$ cat src/sv/sst_pkg.sv
// shared constants, codes and request types for the sparse set table
`timescale 1ns / 1ps

package sst_pkg;

    // store depths
    localparam int KEY_DEPTH   = 1024;
    localparam int DENSE_DEPTH = 1024;

    // widths derived from the depths
    localparam int KAW   = $clog2(KEY_DEPTH);
    localparam int POS_W = $clog2(DENSE_DEPTH);
    localparam int CNT_W = POS_W + 1;

    // request field widths
    localparam int KEY_W     = 16;
    localparam int OP_W      = 2;
    localparam int STATUS_W  = 3;
    localparam int REG_W     = 11;
    localparam int CFG_IDX_W = 1;
    localparam int LIM_W     = KEY_W + 1;

    // limit register reset value
    localparam logic [REG_W-1:0] LIMIT_RESET = REG_W'(1024);

    // register indexes
    localparam logic [CFG_IDX_W-1:0] CFG_KEY_LIMIT = 1'b0;
    localparam logic [CFG_IDX_W-1:0] CFG_CAP_LIMIT = 1'b1;

    typedef enum logic [OP_W-1:0] {
        OP_QUERY  = 2'd0,
        OP_INSERT = 2'd1,
        OP_REMOVE = 2'd2,
        OP_READ   = 2'd3
    } t_op;

    typedef enum logic [STATUS_W-1:0] {
        ST_OK        = 3'd0,
        ST_FOUND     = 3'd1,
        ST_NOT_FOUND = 3'd2,
        ST_INVALID   = 3'd3,
        ST_FULL      = 3'd4
    } t_status;

    // one sparse map entry
    typedef struct packed {
        logic             valid;
        logic [POS_W-1:0] pos;
    } t_map_ent;

    // sparse map access
    typedef struct packed {
        logic           rd_en;
        logic [KAW-1:0] rd_addr;
        logic           wr_en;
        logic [KAW-1:0] wr_addr;
        t_map_ent       wr_data;
    } t_map_req;

    // dense list access
    typedef struct packed {
        logic             rd_en;
        logic [POS_W-1:0] rd_addr;
        logic             wr_en;
        logic [POS_W-1:0] wr_addr;
        logic [KAW-1:0]   wr_data;
    } t_dense_req;

endpackage

$ cat src/sv/sst_ctrl.sv
// operation sequencer: limits, entry count, read-modify-write of both stores
`timescale 1ns / 1ps

module sst_ctrl (
    input  logic                          i_clk,
    input  logic                          i_rst_n,
    input  logic                          i_start,
    output logic                          o_busy,
    input  logic                          i_cfg_we,
    input  logic [sst_pkg::CFG_IDX_W-1:0] i_cfg_idx,
    input  logic [sst_pkg::REG_W-1:0]     i_cfg_wdata,
    input  logic [sst_pkg::OP_W-1:0]      i_op,
    input  logic [sst_pkg::KEY_W-1:0]     i_key,
    input  logic [sst_pkg::POS_W-1:0]     i_dense_position,
    input  logic                          i_clr_busy,
    output sst_pkg::t_map_req             o_map_req,
    input  sst_pkg::t_map_ent             i_map_rdata,
    output sst_pkg::t_dense_req           o_dense_req,
    input  logic [sst_pkg::KAW-1:0]       i_dense_rdata,
    output logic                          o_valid,
    output logic [sst_pkg::STATUS_W-1:0]  o_status,
    output logic [sst_pkg::POS_W-1:0]     o_slot_index,
    output logic [sst_pkg::KAW-1:0]       o_key_out,
    output logic [sst_pkg::CNT_W-1:0]     o_entry_count_out
);
    import sst_pkg::*;

    typedef enum logic [2:0] {
        S_IDLE = 3'b001,
        S_EVAL = 3'b010,
        S_FIX  = 3'b100
    } t_state;

    t_state           r_state, n_state;
    logic [REG_W-1:0] r_key_limit, r_cap_limit;
    logic [CNT_W-1:0] r_count, n_count;
    t_op              r_op, n_op;
    logic [KAW-1:0]   r_key, n_key;
    logic             r_bad, n_bad;
    logic [KAW-1:0]   r_moved, n_moved;
    logic [POS_W-1:0] r_pos, n_pos;
    logic             r_valid, n_valid;
    t_status          r_status, n_status;
    logic [POS_W-1:0] r_slot, n_slot;
    logic [KAW-1:0]   r_kout, n_kout;
    logic [CNT_W-1:0] r_cnt_out, n_cnt_out;

    logic             w_accept;
    logic [LIM_W-1:0] w_eff_key, w_eff_cap;
    logic [CNT_W-1:0] w_last;
    logic             w_full;

    // effective limits and derived values
    assign w_eff_key = (LIM_W'(r_key_limit) < LIM_W'(KEY_DEPTH)) ?
                       LIM_W'(r_key_limit) : LIM_W'(KEY_DEPTH);
    assign w_eff_cap = (LIM_W'(r_cap_limit) < LIM_W'(DENSE_DEPTH)) ?
                       LIM_W'(r_cap_limit) : LIM_W'(DENSE_DEPTH);
    assign w_last    = r_count - CNT_W'(1);
    assign w_full    = LIM_W'(r_count) >= w_eff_cap;
    assign w_accept  = i_start && (r_state == S_IDLE) && !i_clr_busy;
    assign o_busy    = (r_state != S_IDLE) || i_clr_busy;

    // sequencer
    always_comb begin
        n_state   = r_state;
        n_count   = r_count;
        n_op      = r_op;
        n_key     = r_key;
        n_bad     = r_bad;
        n_moved   = r_moved;
        n_pos     = r_pos;
        n_valid   = 1'b0;
        n_status  = r_status;
        n_slot    = r_slot;
        n_kout    = r_kout;
        n_cnt_out = r_cnt_out;
        o_map_req   = '0;
        o_dense_req = '0;
        case (r_state)
            S_IDLE: begin
                // issue both reads on the accepting edge
                o_map_req.rd_en     = w_accept;
                o_map_req.rd_addr   = i_key[KAW-1:0];
                o_dense_req.rd_en   = w_accept;
                o_dense_req.rd_addr = (t_op'(i_op) == OP_READ) ?
                                      i_dense_position : w_last[POS_W-1:0];
                if (w_accept) begin
                    n_op    = t_op'(i_op);
                    n_key   = i_key[KAW-1:0];
                    n_bad   = (t_op'(i_op) == OP_READ) ?
                              (CNT_W'(i_dense_position) >= r_count) :
                              (LIM_W'(i_key) >= w_eff_key);
                    n_state = S_EVAL;
                end
            end
            S_EVAL: begin
                n_valid  = 1'b1;
                n_state  = S_IDLE;
                n_status = ST_OK;
                n_slot   = '0;
                n_kout   = '0;
                if (r_bad) begin
                    n_status = ST_INVALID;
                end else begin
                    case (r_op)
                        OP_QUERY: begin
                            if (i_map_rdata.valid) begin
                                n_status = ST_FOUND;
                                n_slot   = i_map_rdata.pos;
                            end else begin
                                n_status = ST_NOT_FOUND;
                            end
                        end
                        OP_INSERT: begin
                            if (i_map_rdata.valid) begin
                                n_status = ST_FOUND;
                                n_slot   = i_map_rdata.pos;
                            end else if (w_full) begin
                                n_status = ST_FULL;
                            end else begin
                                // append at the end of the dense list
                                n_slot                     = r_count[POS_W-1:0];
                                n_count                    = r_count + CNT_W'(1);
                                o_map_req.wr_en            = 1'b1;
                                o_map_req.wr_addr          = r_key;
                                o_map_req.wr_data.valid    = 1'b1;
                                o_map_req.wr_data.pos      = r_count[POS_W-1:0];
                                o_dense_req.wr_en          = 1'b1;
                                o_dense_req.wr_addr        = r_count[POS_W-1:0];
                                o_dense_req.wr_data        = r_key;
                            end
                        end
                        OP_REMOVE: begin
                            if (!i_map_rdata.valid) begin
                                n_status = ST_NOT_FOUND;
                            end else begin
                                // drop the key, move the last entry into its hole
                                n_count           = w_last;
                                o_map_req.wr_en   = 1'b1;
                                o_map_req.wr_addr = r_key;
                                o_map_req.wr_data = '0;
                                if (CNT_W'(i_map_rdata.pos) != w_last) begin
                                    o_dense_req.wr_en   = 1'b1;
                                    o_dense_req.wr_addr = i_map_rdata.pos;
                                    o_dense_req.wr_data = i_dense_rdata;
                                    n_moved             = i_dense_rdata;
                                    n_pos               = i_map_rdata.pos;
                                    n_state             = S_FIX;
                                end
                            end
                        end
                        OP_READ: begin
                            n_kout = i_dense_rdata;
                        end
                        default: begin
                            n_status = ST_INVALID;
                        end
                    endcase
                end
                n_cnt_out = n_count;
            end
            S_FIX: begin
                // repoint the moved key at its new position
                o_map_req.wr_en         = 1'b1;
                o_map_req.wr_addr       = r_moved;
                o_map_req.wr_data.valid = 1'b1;
                o_map_req.wr_data.pos   = r_pos;
                n_state                 = S_IDLE;
            end
            default: begin
                n_state = S_IDLE;
            end
        endcase
    end

    // control registers
    always_ff @(posedge i_clk) begin
        if (!i_rst_n) begin
            r_state     <= S_IDLE;
            r_count     <= '0;
            r_valid     <= 1'b0;
            r_key_limit <= LIMIT_RESET;
            r_cap_limit <= LIMIT_RESET;
        end else begin
            r_state <= n_state;
            r_count <= n_count;
            r_valid <= n_valid;
            if (i_cfg_we) begin
                case (i_cfg_idx)
                    CFG_KEY_LIMIT: r_key_limit <= i_cfg_wdata;
                    CFG_CAP_LIMIT: r_cap_limit <= i_cfg_wdata;
                    default: begin
                    end
                endcase
            end
        end
    end

    // request and result payload
    always_ff @(posedge i_clk) begin
        r_op      <= n_op;
        r_key     <= n_key;
        r_bad     <= n_bad;
        r_moved   <= n_moved;
        r_pos     <= n_pos;
        r_status  <= n_status;
        r_slot    <= n_slot;
        r_kout    <= n_kout;
        r_cnt_out <= n_cnt_out;
    end

    assign o_valid           = r_valid;
    assign o_status          = r_status;
    assign o_slot_index      = r_slot;
    assign o_key_out         = r_kout;
    assign o_entry_count_out = r_cnt_out;

    // a result follows an evaluation cycle only
    a_result_after_eval: assert property (@(posedge i_clk) disable iff (!i_rst_n)
        r_valid |-> $past(r_state == S_EVAL))
        else $error("result strobe without an evaluation cycle");

    // an accepted request is evaluated in the next cycle
    a_accept_to_eval: assert property (@(posedge i_clk) disable iff (!i_rst_n)
        w_accept |=> (r_state == S_EVAL))
        else $error("accepted request not evaluated");

    // no request is taken during the clearing sweep
    a_no_accept_clear: assert property (@(posedge i_clk) disable iff (!i_rst_n)
        i_clr_busy |-> !w_accept && !o_map_req.wr_en)
        else $error("map access during clearing sweep");

    // the entry count stays within the dense list
    a_count_bound: assert property (@(posedge i_clk) disable iff (!i_rst_n)
        r_count <= CNT_W'(DENSE_DEPTH))
        else $error("entry count beyond dense depth");

    // the fix-up cycle always returns to idle
    a_fix_to_idle: assert property (@(posedge i_clk) disable iff (!i_rst_n)
        (r_state == S_FIX) |=> (r_state == S_IDLE))
        else $error("fix-up cycle did not return to idle");

endmodule

$ cat config.mk
export PLATFORM = sky130hd
export DESIGN_NAME = sst_ctrl
export DESIGN_NICKNAME = d
export VERILOG_FILES = /design/src/sv/sst_pkg.sv /design/src/sv/sst_ctrl.sv
export SDC_FILE = /design/constraint.sdc
export NUM_CORES = 1
export LEC_CHECK = 0
export BUFFER_PORTS_ARGS = -buffer_cell sky130_fd_sc_hd__buf_4
export CAP_MARGIN = 20
export CORE_MARGIN = 3
export CORE_UTILIZATION = 43
export CTS_CLUSTER_DIAMETER = 120
export DETAILED_ROUTE_END_ITERATION = 8
export PLACE_DENSITY = 0.78
export SETUP_SLACK_MARGIN = 0.2
export SYNTH_ARGS = -nofsm -noshare
export SYNTH_HDL_FRONTEND = slang
export SYNTH_SLANG_ARGS = --single-unit
$ cat constraint.sdc
create_clock -name i_clk -period 6.84 [get_ports i_clk]
set_input_delay 1.71 -clock i_clk [delete_from_list [all_inputs] [get_ports i_clk]]
set_output_delay 1.71 -clock i_clk [all_outputs]
set_load 0.03 [all_outputs]
### Word-level counts from Yosys, hierarchy flattened

Cells that the tools add are included.

| word-level totals | value |
|---|---|
| register bits after elaboration | 104 |
| output and inout bits | 101 |
| logic and storage cells | 84 |

| cells by class | value |
|---|---|
| mux-type cells | 40 |
| equal/unequal tests | 10 |
| bitwise logic cells | 3 |
| add/subtract/negate cells | 2 |
| reductions and logical operators | 10 |
| order comparisons | 5 |

Operator list:

| cell | count |
|---|---|
| two-way mux 21 bit | 6 |
| two-way mux 11 bit | 8 |
| two-way mux 22 bit | 4 |
| one-hot mux 22 bit (2 select lines) | 2 |
| one-hot mux 21 bit (2 select lines) | 1 |
| two-way mux 10 bit | 4 |
| < comparator 11 bit, second input constant | 2 |
| one-hot mux 11 bit (2 select lines) | 1 |
| two-way mux 3 bit | 7 |
| one-hot mux 10 bit (2 select lines) | 1 |
| >= comparator 16 x 11 -> 1 bit | 1 |
| adder 11 x 1 -> 11 bit, second input constant | 1 |
| >= comparator 10 x 11 -> 1 bit | 1 |
| >= comparator 11 bit | 1 |
| inequality test 10 x 11 -> 1 bit | 1 |
| subtractor 11 x 1 -> 11 bit, second input constant | 1 |
| one-hot mux 3 bit (3 select lines) | 1 |
| == test 2 bit, second input constant | 3 |
| one-hot mux 3 bit (2 select lines) | 1 |
| AND reduction 2 bit | 3 |
| AND reduction 5 bit | 1 |
| two-way mux 2 bit | 2 |
| == test 3 x 1 -> 1 bit, second input constant | 1 |
| == test 3 x 2 -> 1 bit, second input constant | 1 |
| 11 further kinds | 15 |

### Depth between registers and ports, before layout

Gate-level depths: netlist (run 1).

| logic depth | value |
|---|---|
| depth in word-level cells | 8 |
| mapped depth | 15 |
| mapped depth without buffers | 13 |

### Worst setup path before layout (run 1)

OpenSTA, ideal clock, no wires.

| timing | value |
|---|---|
| kind | input to output |
| start | input port i_start |
| end | output port o_map_req[32] (netlist name) |
| setup slack | 1347 ps |
| data arrival time | 3783 ps |
| stages on the path | 3 |
| cells stage by stage | inv_1 -> nor3_1 -> buf_4 |

RTL lines:

| element | line | text |
|---|---|---|
| start, declared | sst_ctrl.sv:7 | `input logic i_start,` |
| end, declared | sst_ctrl.sv:16 | `output sst_pkg::t_map_req o_map_req,` |

==> results of run 1 <==
## power breakdown
group          switching, µW  internal [µW]  leakage [µW]
combinational            115           72.4       0.00226
sequential              7.30            676      0.000895
clock                    257            294      0.000156
total                    380           1040       0.00331
## synthesized netlist by cell type (all sizes together) (4+ instances only)
cell type	number	area share, %
a211oi	12	1.4
a21o	4	0.46
a21oi	50	3.9
a22o	38	5.1
a31oi	16	1.6
a32o	4	0.62
and2	5	0.48
and3	25	2.4
buf	16	1.5
clkbuf	41	2.4
clkinv	4	0.23
dfxtp	37	11
edfxtp	67	31
ha	39	7.5
inv	22	1.3
mux2i	4	0.62
nand2	112	6.5
nand2b	11	1.1
nand3	26	2.0
nand4	8	0.77
nor2	41	2.4
nor2b	6	0.58
nor3	17	1.4
nor4	7	1.0
o211ai	6	0.69
o21ai	26	2.0
o22ai	4	0.39
o31ai	8	0.93
xnor2	13	1.8
xor2	4	0.54
## state kept, by name, summed over array words and instances (netlist names)
register,count
o_valid,1
r_state,3
r_op,2
o_key_out,10
o_slot_index,10
r_count,11
r_cap_limit,11
r_pos,10
o_entry_count_out,11
r_moved,10
r_bad,1
o_status,3
r_key,10
r_key_limit,11
## routing by layer
metal / wire, µm / part of all wire, % / vias up / global-route usage [%]
met3: 2110 / 10 / 57 / 5.60
met4: 579 / 2.9 / 0 / 8.83
li1: - / - / 2926 / -
met2: 8970 / 44 / 407 / 36.3
met1: 8630 / 43 / 2882 / 34.1
met5: 0 / 0 / - / 0
## path summary, 6_finish.rpt
check | startpoint | end | cells after the start
max | r_cap_limit[10]$_SDFFE_PN1P_ | o_map_req[0] | 11
min | r_key_limit[5]$_SDFFE_PN0P_ | r_key_limit[5]$_SDFFE_PN0P_ | 2
max reg2reg | r_cap_limit[10]$_SDFFE_PN1P_ | r_count[0]$_SDFFE_PN0P_ | 13
min reg2reg | r_key_limit[5]$_SDFFE_PN0P_ | r_key_limit[5]$_SDFFE_PN0P_ | 2
## worst max-delay path: stages (launching register included)
cell	delay [ns]
dfxtp_1	0.32
inv_1	0.28
nand2_1	0.16
ha_1	0.35
nand2_1	0.06
o21ai_0	0.20
o211ai_1	0.40
nand2_1	0.45
clkinv_1	0.53
ha_1	0.43
a32o_1	0.23
buf_4	0.16
## final cells by class
type / count / area (µm²) / share of cell area, %
multi-input combinational: 530 / 3400 / 41.7
sequential: 104 / 2750 / 33.8
timing repair buffer: 180 / 1360 / 16.6
tap: 184 / 230 / 2.82
clock buffer: 9 / 225 / 2.76
inverter: 26 / 97.6 / 1.20
clock inverter: 7 / 92.6 / 1.14
## through the flow
stage	instances	instance area, µm²	worst slack [ns]	utilization [%]
after floorplan	717	6480	1.35	-
after global placement	1023	7830	1.35	53.4
after detailed placement	1023	7830	1.30	53.4
after CTS	1039	8140	1.17	55.6
after global routing	1040	8160	1.03	55.7
final	1040	8160	1.19	55.7
## kinds of logic after synthesis
| kind of cell | Yosys count |
|---|---|
| adders and majority gates | 39 |
| muxes | 4 |
| and+or+nand+nor | 269 |
| xor gates and xnor gates | 18 |
| AOI/OAI and AO/OA | 200 |
| buffers and inverters | 83 |
| DFF | 104 |
==> metrics.txt, run 1 <==
Post-CTS Setup Bufs=0; detailed placement HPWL=15000 µm; GRT Util Overall=24.1%; drt wl/cell=19.5 µm; mux cell area share after synthesis=0.617%; Pleak=0.00331 µW; critical path launch point type=register; commonest non-fill, non-tap cells in the layout=buf_4 (179), nand2_1 (112), edfxtp_1 (67); Cell Rows=44; root buf cell=clkbuf_16; gr ovfl total=0; clk_lat worst skew=roughly 0.36 ns; HP Class=reg -> reg; post-synthesis simple-gate area fraction=19.9%; TritonCTS clock tree=done; final RePlAce weighted congestion=between 0.9 and 1; effective utilization at floorplan=44.3%; Hold Slack=approximately 0.46 ns; H-tree Lvls=3; sequential element share of the synthesized area=42.4%; pwr/cell area=174 nW/µm²; minimum clock period=5.65 ns; DRC=0; filler instances=1348; layout cells sized above 1=24.6%; I/O pin count=167; peak fanout along the critical path=17; vias=6272; global-route wire length before repair=31400 µm; Synth Flop Type=edfxtp_1; Die Wd=129 µm; post-CTS sizing=0; RSZ-0062 raised after global routing=no; commonest non-fill, non-tap cell in the layout=buf_4; input/output buffers=166; Slew @ Worst Pin=1.06 ns; fin crit share=about 83%; critical path class=reg -> out; clk buf depth=2; EDFF count, synth=67; post-synth net total=roughly 820; Yosys cell types=67; flop and latch count out of synthesis=104; drt first-iter violations=694; CP endpoint kind=primary output; maximum vdd ir drop=147 µV; DR pass1 iterations=6; Post-Synthesis Cells=717; Max Cap Viol=0; adder-cell share of the synthesized area=7.52%; Post-synth ARST share=0%; Critical Path RT=around 5.1 ns; core region area=approximately 15000 µm²; Via density=6.03; largest family of logic cells by synthesized area=compound AO/OA/AOI/OAI gates; Post-Synth XOR/XNOR Area=2.64%; Final Setup Violations=0; maximum clock rate=177 MHz; CTS clock-pin slew for the worst setup and hold paths=0.08 ns; run status=finished, final reports clean; vias in the first global route=5694; antenna violations before repair=0; Clock Skew=0.0128 ns; hold buffers post-CTS=0; Netlist Area Pre-Place=6480 µm²; total power=1420 µW; Syn Area/Cell=~9.0 µm²; # clock sinks=104; ANT nets after route=0; final hold vios=0; DIE AREA=16600 µm²; max-slew violation count=0; Rel. slew slack=29.1%; CP arrival=between 3 and 4 ns; reg-to-reg slack, setup=just under 3 ns; total CTS buffers=9; DIE HEIGHT=approximately 130 µm; layout net count=956; Fin Setup TNS=0 ns; Layout area overhead=25.8%; Ant. Diodes=0; WL final=20300 µm; largest net degree at the start of global routing=between 40 and 50; Synth Area in Compound Gates=21.6%; Syn. warnings=0
Power figures use the tool's default switching activity.
==> run 2, diff against run 1 <==
Clock period 6.84 ns to 5.3 ns, I/O delays scaled along.
==> run 2 against run 1 <==
Worst hold slack worse by 0.0029 ns. Sequential share of layout area is 0.18 points lower. Non-clock buffer count is 8 higher. Cell area is 0.54% higher. Sequential power is 29% higher. Via count is 0.26% higher. Worst setup slack worse by 0.55 ns. Critical path depth is 2 lower. Clock skew is 0.0032 ns lower. First-iteration DRC count is 4.6% higher. Register-to-register slack worse by 0.80 ns. Die area stayed put.
==> metrics.txt, run 2 (same netlist as run 1, synthesis figures left out) <==
Clock Skew=0.00962 ns (was 0.0128 ns); reg-to-reg slack, setup=2.15 ns (was 2.95 ns); drt wl/cell=20.1 µm (was 19.5 µm); ANT nets after route=0 (unchanged); Crit path largest cell delay=0.60 ns (was 0.53 ns); max-slew violation count=0 (unchanged); peak fanout along the critical path=22 (was 17); Rel. slew slack=30.4% (was 29.1%); Die Wd=129 µm (unchanged); clk buf depth=2 (unchanged); Worst path depth=9 (was 11); Cell Rows=44 (unchanged); Layout area overhead=26.4% (was 25.8%); CP most frequent cell=buf_4 (was nand2_1); Fin Setup TNS=0 ns (unchanged); DR pass1 iterations=8 (was 6); total power=1810 µW (was 1420 µW); clk_lat worst skew=0.37 ns (was 0.36 ns); gr ovfl total=0 (unchanged); # clock sinks=104 (unchanged); Critical Path RT=3.97 ns (was 5.13 ns); reg2reg path depth=11 (was 13); RSZ-0062 raised after global routing=no (unchanged); drt first-iter violations=726 (was 694); GRT Util Overall=25.1% (was 24.1%); detailed placement HPWL=15600 µm (was 15000 µm); largest net degree at the start of global routing=40 (was 41); run status=finished, final reports clean (unchanged); pwr/cell area=221 nW/µm² (was 174 nW/µm²); hold path depth=2 (unchanged); Post-CTS Setup Bufs=0 (unchanged); Ant. Diodes=0 (unchanged); Max Cap Viol=0 (unchanged); core region area=14600 µm² (unchanged); minimum clock period=4.66 ns; critical path launch point type=register (unchanged); crit-path leading delay family=simple AND/OR/NAND/NOR gates (was buffers and inverters); final hold vios=0 (unchanged); hold buffers post-CTS=0 (unchanged); layout net count=964 (was 956); I/O pin count=167 (unchanged); DP Area=7890 µm² (was 7830 µm²); H-tree Lvls=3 (unchanged); DIE HEIGHT=129 µm (unchanged); maximum clock rate=215 MHz; post-CTS sizing=0 (unchanged); post-route cell area=8200 µm² (was 8160 µm²); DRC=0 (unchanged); Place WS=0.524 ns (was 1.30 ns); critical-path cell list=nor4_2 -> buf_4 -> and3_1 -> xnor3_1 -> nor4_4 -> a31oi_2 -> buf_6 -> a32o_1 -> buf_4 (was inv_1 -> nand2_1 -> ha_1 -> nand2_1 -> o21ai_0 -> o211ai_1 -> nand2_1 -> clkinv_1 -> ha_1 -> a32o_1 -> buf_4); root buf cell=clkbuf_16 (unchanged); vias in the first global route=5910 (was 5694); vias=6288 (was 6272); CP arrival=3.34 ns (was 3.94 ns); critical path's slowest cell=dfxtp_1 (was clkinv_1); WL final=21100 µm (was 20300 µm); commonest non-fill, non-tap cells in the layout=buf_4 (187), nand2_1 (112), edfxtp_1 (67) (was buf_4 (179), nand2_1 (112), edfxtp_1 (67)); antenna violations before repair=0 (unchanged); setup ws final=0.638 ns (was 1.19 ns); Slew @ Worst Pin=1.04 ns (was 1.06 ns); filler instances=1345 (was 1348); effective utilization at floorplan=44.3% (unchanged); Final Setup Violations=0 (unchanged); DP Cell Count=1031 (was 1023); Via density=6.00 (was 6.03); Pleak=0.00334 µW (was 0.00331 µW); DIE AREA=16600 µm² (unchanged); global-route wire length before repair=32300 µm (was 31400 µm); CP endpoint kind=primary output (unchanged); worst path bufs/invs=3 (unchanged); layout cells sized above 1=25.3% (was 24.6%); final RePlAce weighted congestion=0.979 (was 1.00); input/output buffers=166 (unchanged); total CTS buffers=9 (unchanged); commonest non-fill, non-tap cell in the layout=buf_4 (unchanged); critical path class=reg -> out (unchanged); fin crit share=88.0%; CTS clock-pin slew for the worst setup and hold paths=0.08 ns (about the same); maximum vdd ir drop=152 µV (was 147 µV); HP Class=reg -> reg (unchanged); TritonCTS clock tree=done (unchanged); Layout Cells excl Fill=1048 (was 1040)
[run 2: cell count changes in the layout (fill, tap and decap cells not counted)]
cell / delta
buf_4: +8
inv_8: +2
inv_6: -1
bufinv_16: -1
[run 2: final cells by class]
class	instances	area (µm²)	share of cell area (%)
clock buffer	9	225	2.75
clock inverter	7	76.3	0.931
inverter	26	97.6	1.19
multi-input combinational	530	3400	41.5
sequential	104	2750	33.6
tap	184	230	2.81
timing repair buffer	188	1420	17.3
[run 2: report_power, final]
group | switching, µW | total (µW) | internal, µW
combinational | 151 | 247 | 95.8
clock | 342 | 679 | 337
sequential | 9.45 | 882 | 873
[run 2: path summary, 6_finish.rpt]
kind	start	to
min	r_cap_limit[0]$_SDFFE_PN0P_	r_cap_limit[0]$_SDFFE_PN0P_
min reg2reg	r_cap_limit[0]$_SDFFE_PN0P_	r_cap_limit[0]$_SDFFE_PN0P_
max	r_count[2]$_SDFFE_PN0P_	o_dense_req[10]
max reg2reg	r_count[2]$_SDFFE_PN0P_	r_count[0]$_SDFFE_PN0P_
[run 2: worst reg2reg max path: stages, from the launching register on]
cell	delay [ns]
dfxtp_1	0.90
ha_1	0.31
o2111ai_1	0.13
o31a_1	0.25
buf_4	0.18
nand2_1	0.27
clkinv_1	0.15
ha_1	0.30
a32oi_1	0.18
nand2_1	0.16
nand2_1	0.09
a21oi_1	0.06
[run 2: per-layer routing]
layer  routed length [µm]  GRT usage, %  share of wire, %  vias to the layer above
li1                     -             -                 -                     2939
met2                 9590          39.0                45                      322
met1                 9010          33.8                43                     2968
met3                 1750          5.19               8.3                       59
met4                  728          11.1               3.5                        0
met5                    0             0                 0                        -
[run 2: per-stage QoR]
stage | util (%) | hold WS (ns)
finish | 56.0 | 0.458
CTS | 55.9 | 0.455
global placement | 53.9 | 0.444
detailed placement | 53.9 | 0.445
global route | 56.0 | 0.481
floorplan | - | 0.432
==> run 3, diff against run 2 <==
Settings changed: CORE_MARGIN 3 to not set, RECOVER_POWER set to 100.
==> run 3 against run 2 <==
The run now ends with DRC, capacitance limit, slew limit left. Routed wire length fell by 2.6%. Clock skew rose by 0.0031 ns. Maximum frequency fell by 5.9%. Global-route usage rose by 1.4 points. Combinational power fell by 10%. First-iteration DRC count rose by 21%. Worst setup slack got worse by 0.29 ns. Worst hold slack got worse by 0.0051 ns. Total power fell by 0.87%. Core utilization fell by 2.6 points. Non-clock buffer count rose by 2. Critical endpoint is now o_map_req[18]. Largest cell class unchanged. Highest routed layer unchanged.
==> metrics.txt, run 3 (same netlist as run 1, synthesis figures left out) <==
critical path launch point type=input port (was register); Hold Slack=0.452 ns (was 0.458 ns); switching power share of the total=26.6% (was 27.8%); Clock Skew=0.0128 ns (was 0.00962 ns); peak fanout along the critical path=30 (was 22); CP endpoint kind=primary output (unchanged); input/output buffers=166 (unchanged); switching power=476 µW (was 503 µW); max-slew violation count=40 (was 0); gr ovfl total=0 (unchanged); Pleak=0.00299 µW (was 0.00334 µW); root buf cell=clkbuf_16 (unchanged); RSZ-0062 raised after global routing=no (unchanged); maximum clock rate=202 MHz (was 215 MHz); commonest non-fill, non-tap cells in the layout=nand2_1 (112), clkbuf_1 (101), buf_4 (88) (was buf_4 (187), nand2_1 (112), edfxtp_1 (67)); Critical Path RT=3.97 ns (about the same); Final Setup Violations=0 (unchanged); HP Class=reg -> reg (unchanged); antenna violations before repair=0 (unchanged); DIE AREA=15600 µm² (was 16600 µm²); DP Area=7910 µm² (was 7890 µm²); total power=1790 µW (was 1810 µW); Die Wd=125 µm (was 129 µm); CTS clock-pin slew for the worst setup and hold paths=0.07 ns (was 0.08 ns); final RePlAce weighted congestion=1.01 (was 0.979); register area=2750 µm² (unchanged); I/O pin count=167 (unchanged); WL final=20500 µm (was 21100 µm); critical path class=in -> out (was reg -> out); commonest non-fill, non-tap cell in the layout=nand2_1 (was buf_4); post-route cell area=7820 µm² (was 8200 µm²); core region area=14600 µm² (unchanged); global-route wire length before repair=31800 µm (was 32300 µm); run status=complete, but fails checks (was finished, final reports clean); DIE HEIGHT=125 µm (was 129 µm); Cell Rows=44 (unchanged); Slew @ Worst Pin=2.20 ns (was 1.04 ns); detailed placement HPWL=15200 µm (was 15600 µm); Post-CTS Setup Bufs=0 (unchanged); Layout Cells excl Fill=1050 (was 1048); drt first-iter violations=877 (was 726); maximum vdd ir drop=153 µV (was 152 µV); CP arrival=3.63 ns (was 3.34 ns); multi-input logic area=3390 µm² (was 3400 µm²); filler instances=1431 (was 1345); Layout area overhead=20.6% (was 26.4%); pwr/cell area=229 nW/µm² (was 221 nW/µm²); Fin Setup TNS=0 ns (unchanged); DRC=30 (was 0); TritonCTS clock tree=done (unchanged); DP Cell Count=1034 (was 1031); fin crit share=93.5% (was 88.0%); Seq pwr share=49.2% (was 48.8%); Internal Power=1320 µW (was 1310 µW); reg-to-reg slack, setup=1.67 ns (was 2.15 ns); clk buf depth=2 (unchanged); layout net count=966 (was 964); GRT Util Overall=26.4% (was 25.1%); clk_lat worst skew=0.36 ns (was 0.37 ns); minimum clock period=4.96 ns (was 4.66 ns); drt wl/cell=19.5 µm (was 20.1 µm); Via density=5.96 (was 6.00); final hold vios=0 (unchanged); vias in the first global route=5788 (was 5910); hold buffers post-CTS=0 (unchanged); Rel. slew slack=-46.6% (was 30.4%); effective utilization at floorplan=44.3% (unchanged); Ant. Diodes=0 (unchanged); failing checks=DRC, capacitance limit, slew limit; layout cells sized above 1=13.5% (was 25.3%); H-tree Lvls=3 (unchanged); Clock power frac=38.4% (was 37.6%); ANT nets after route=0 (unchanged); # clock sinks=104 (unchanged); vias=6261 (was 6288); Max Cap Viol=1 (was 0); Comb power frac=12.4% (was 13.7%); post-CTS sizing=0 (unchanged); total CTS buffers=9 (unchanged); largest net degree at the start of global routing=40 (unchanged); DR pass1 iterations=8 (unchanged)
-- run 3: path summary, 6_finish.rpt --
path | from | to | cells past startpoint
min reg2reg | r_key_limit[0]$_SDFFE_PN0P_ | r_key_limit[0]$_SDFFE_PN0P_ | 2
max | i_map_rdata[10] | o_map_req[18] | 8
max reg2reg | r_count[1]$_SDFFE_PN0P_ | r_moved[7]$_DFFE_PP_ | 8
min | r_key_limit[0]$_SDFFE_PN0P_ | r_key_limit[0]$_SDFFE_PN0P_ | 2
-- run 3: critical path, cell delays in order --
cell,delay (ns)
clkbuf_1,0.96
and2_0,0.26
clkbuf_1,0.33
a31oi_1,0.07
nor2_1,0.12
buf_4,0.22
a22o_1,0.16
buf_4,0.16
-- run 3: cell type report --
cell class	count	share of cell area [%]
multi-input combinational	530	43.3
tap	184	2.94
sequential	104	35.2
timing repair buffer	190	13.4
clock inverter	6	0.976
inverter	26	1.25
clock buffer	10	2.93
-- run 3: power groups by stage --
stage	registers [µW]	clock network [µW]	logic (µW)
2_1_floorplan	900	0	131
3_3_place_gp	901	0	243
3_5_place_dp	901	0	245
4_1_cts	883	698	246
5_1_grt	884	736	240
6_report	883	688	222
-- run 3: per-stage QoR --
stage | util [%] | setup WS (ns)
after floorplan | - | 0.577
after global placement | 54.0 | 1.05
after detailed placement | 54.0 | 1.01
after CTS | 56.1 | 0.662
after global routing | 53.4 | 0.225
final | 53.4 | 0.344
-- run 3: metal layers --
metal,vias to the layer above,track usage [%],part of all wire (%)
li1,2952,-,-
met1,2942,36.0,44
met2,320,40.4,44
met3,47,6.31,8.8
met4,0,10.5,3.0
met5,-,0,0
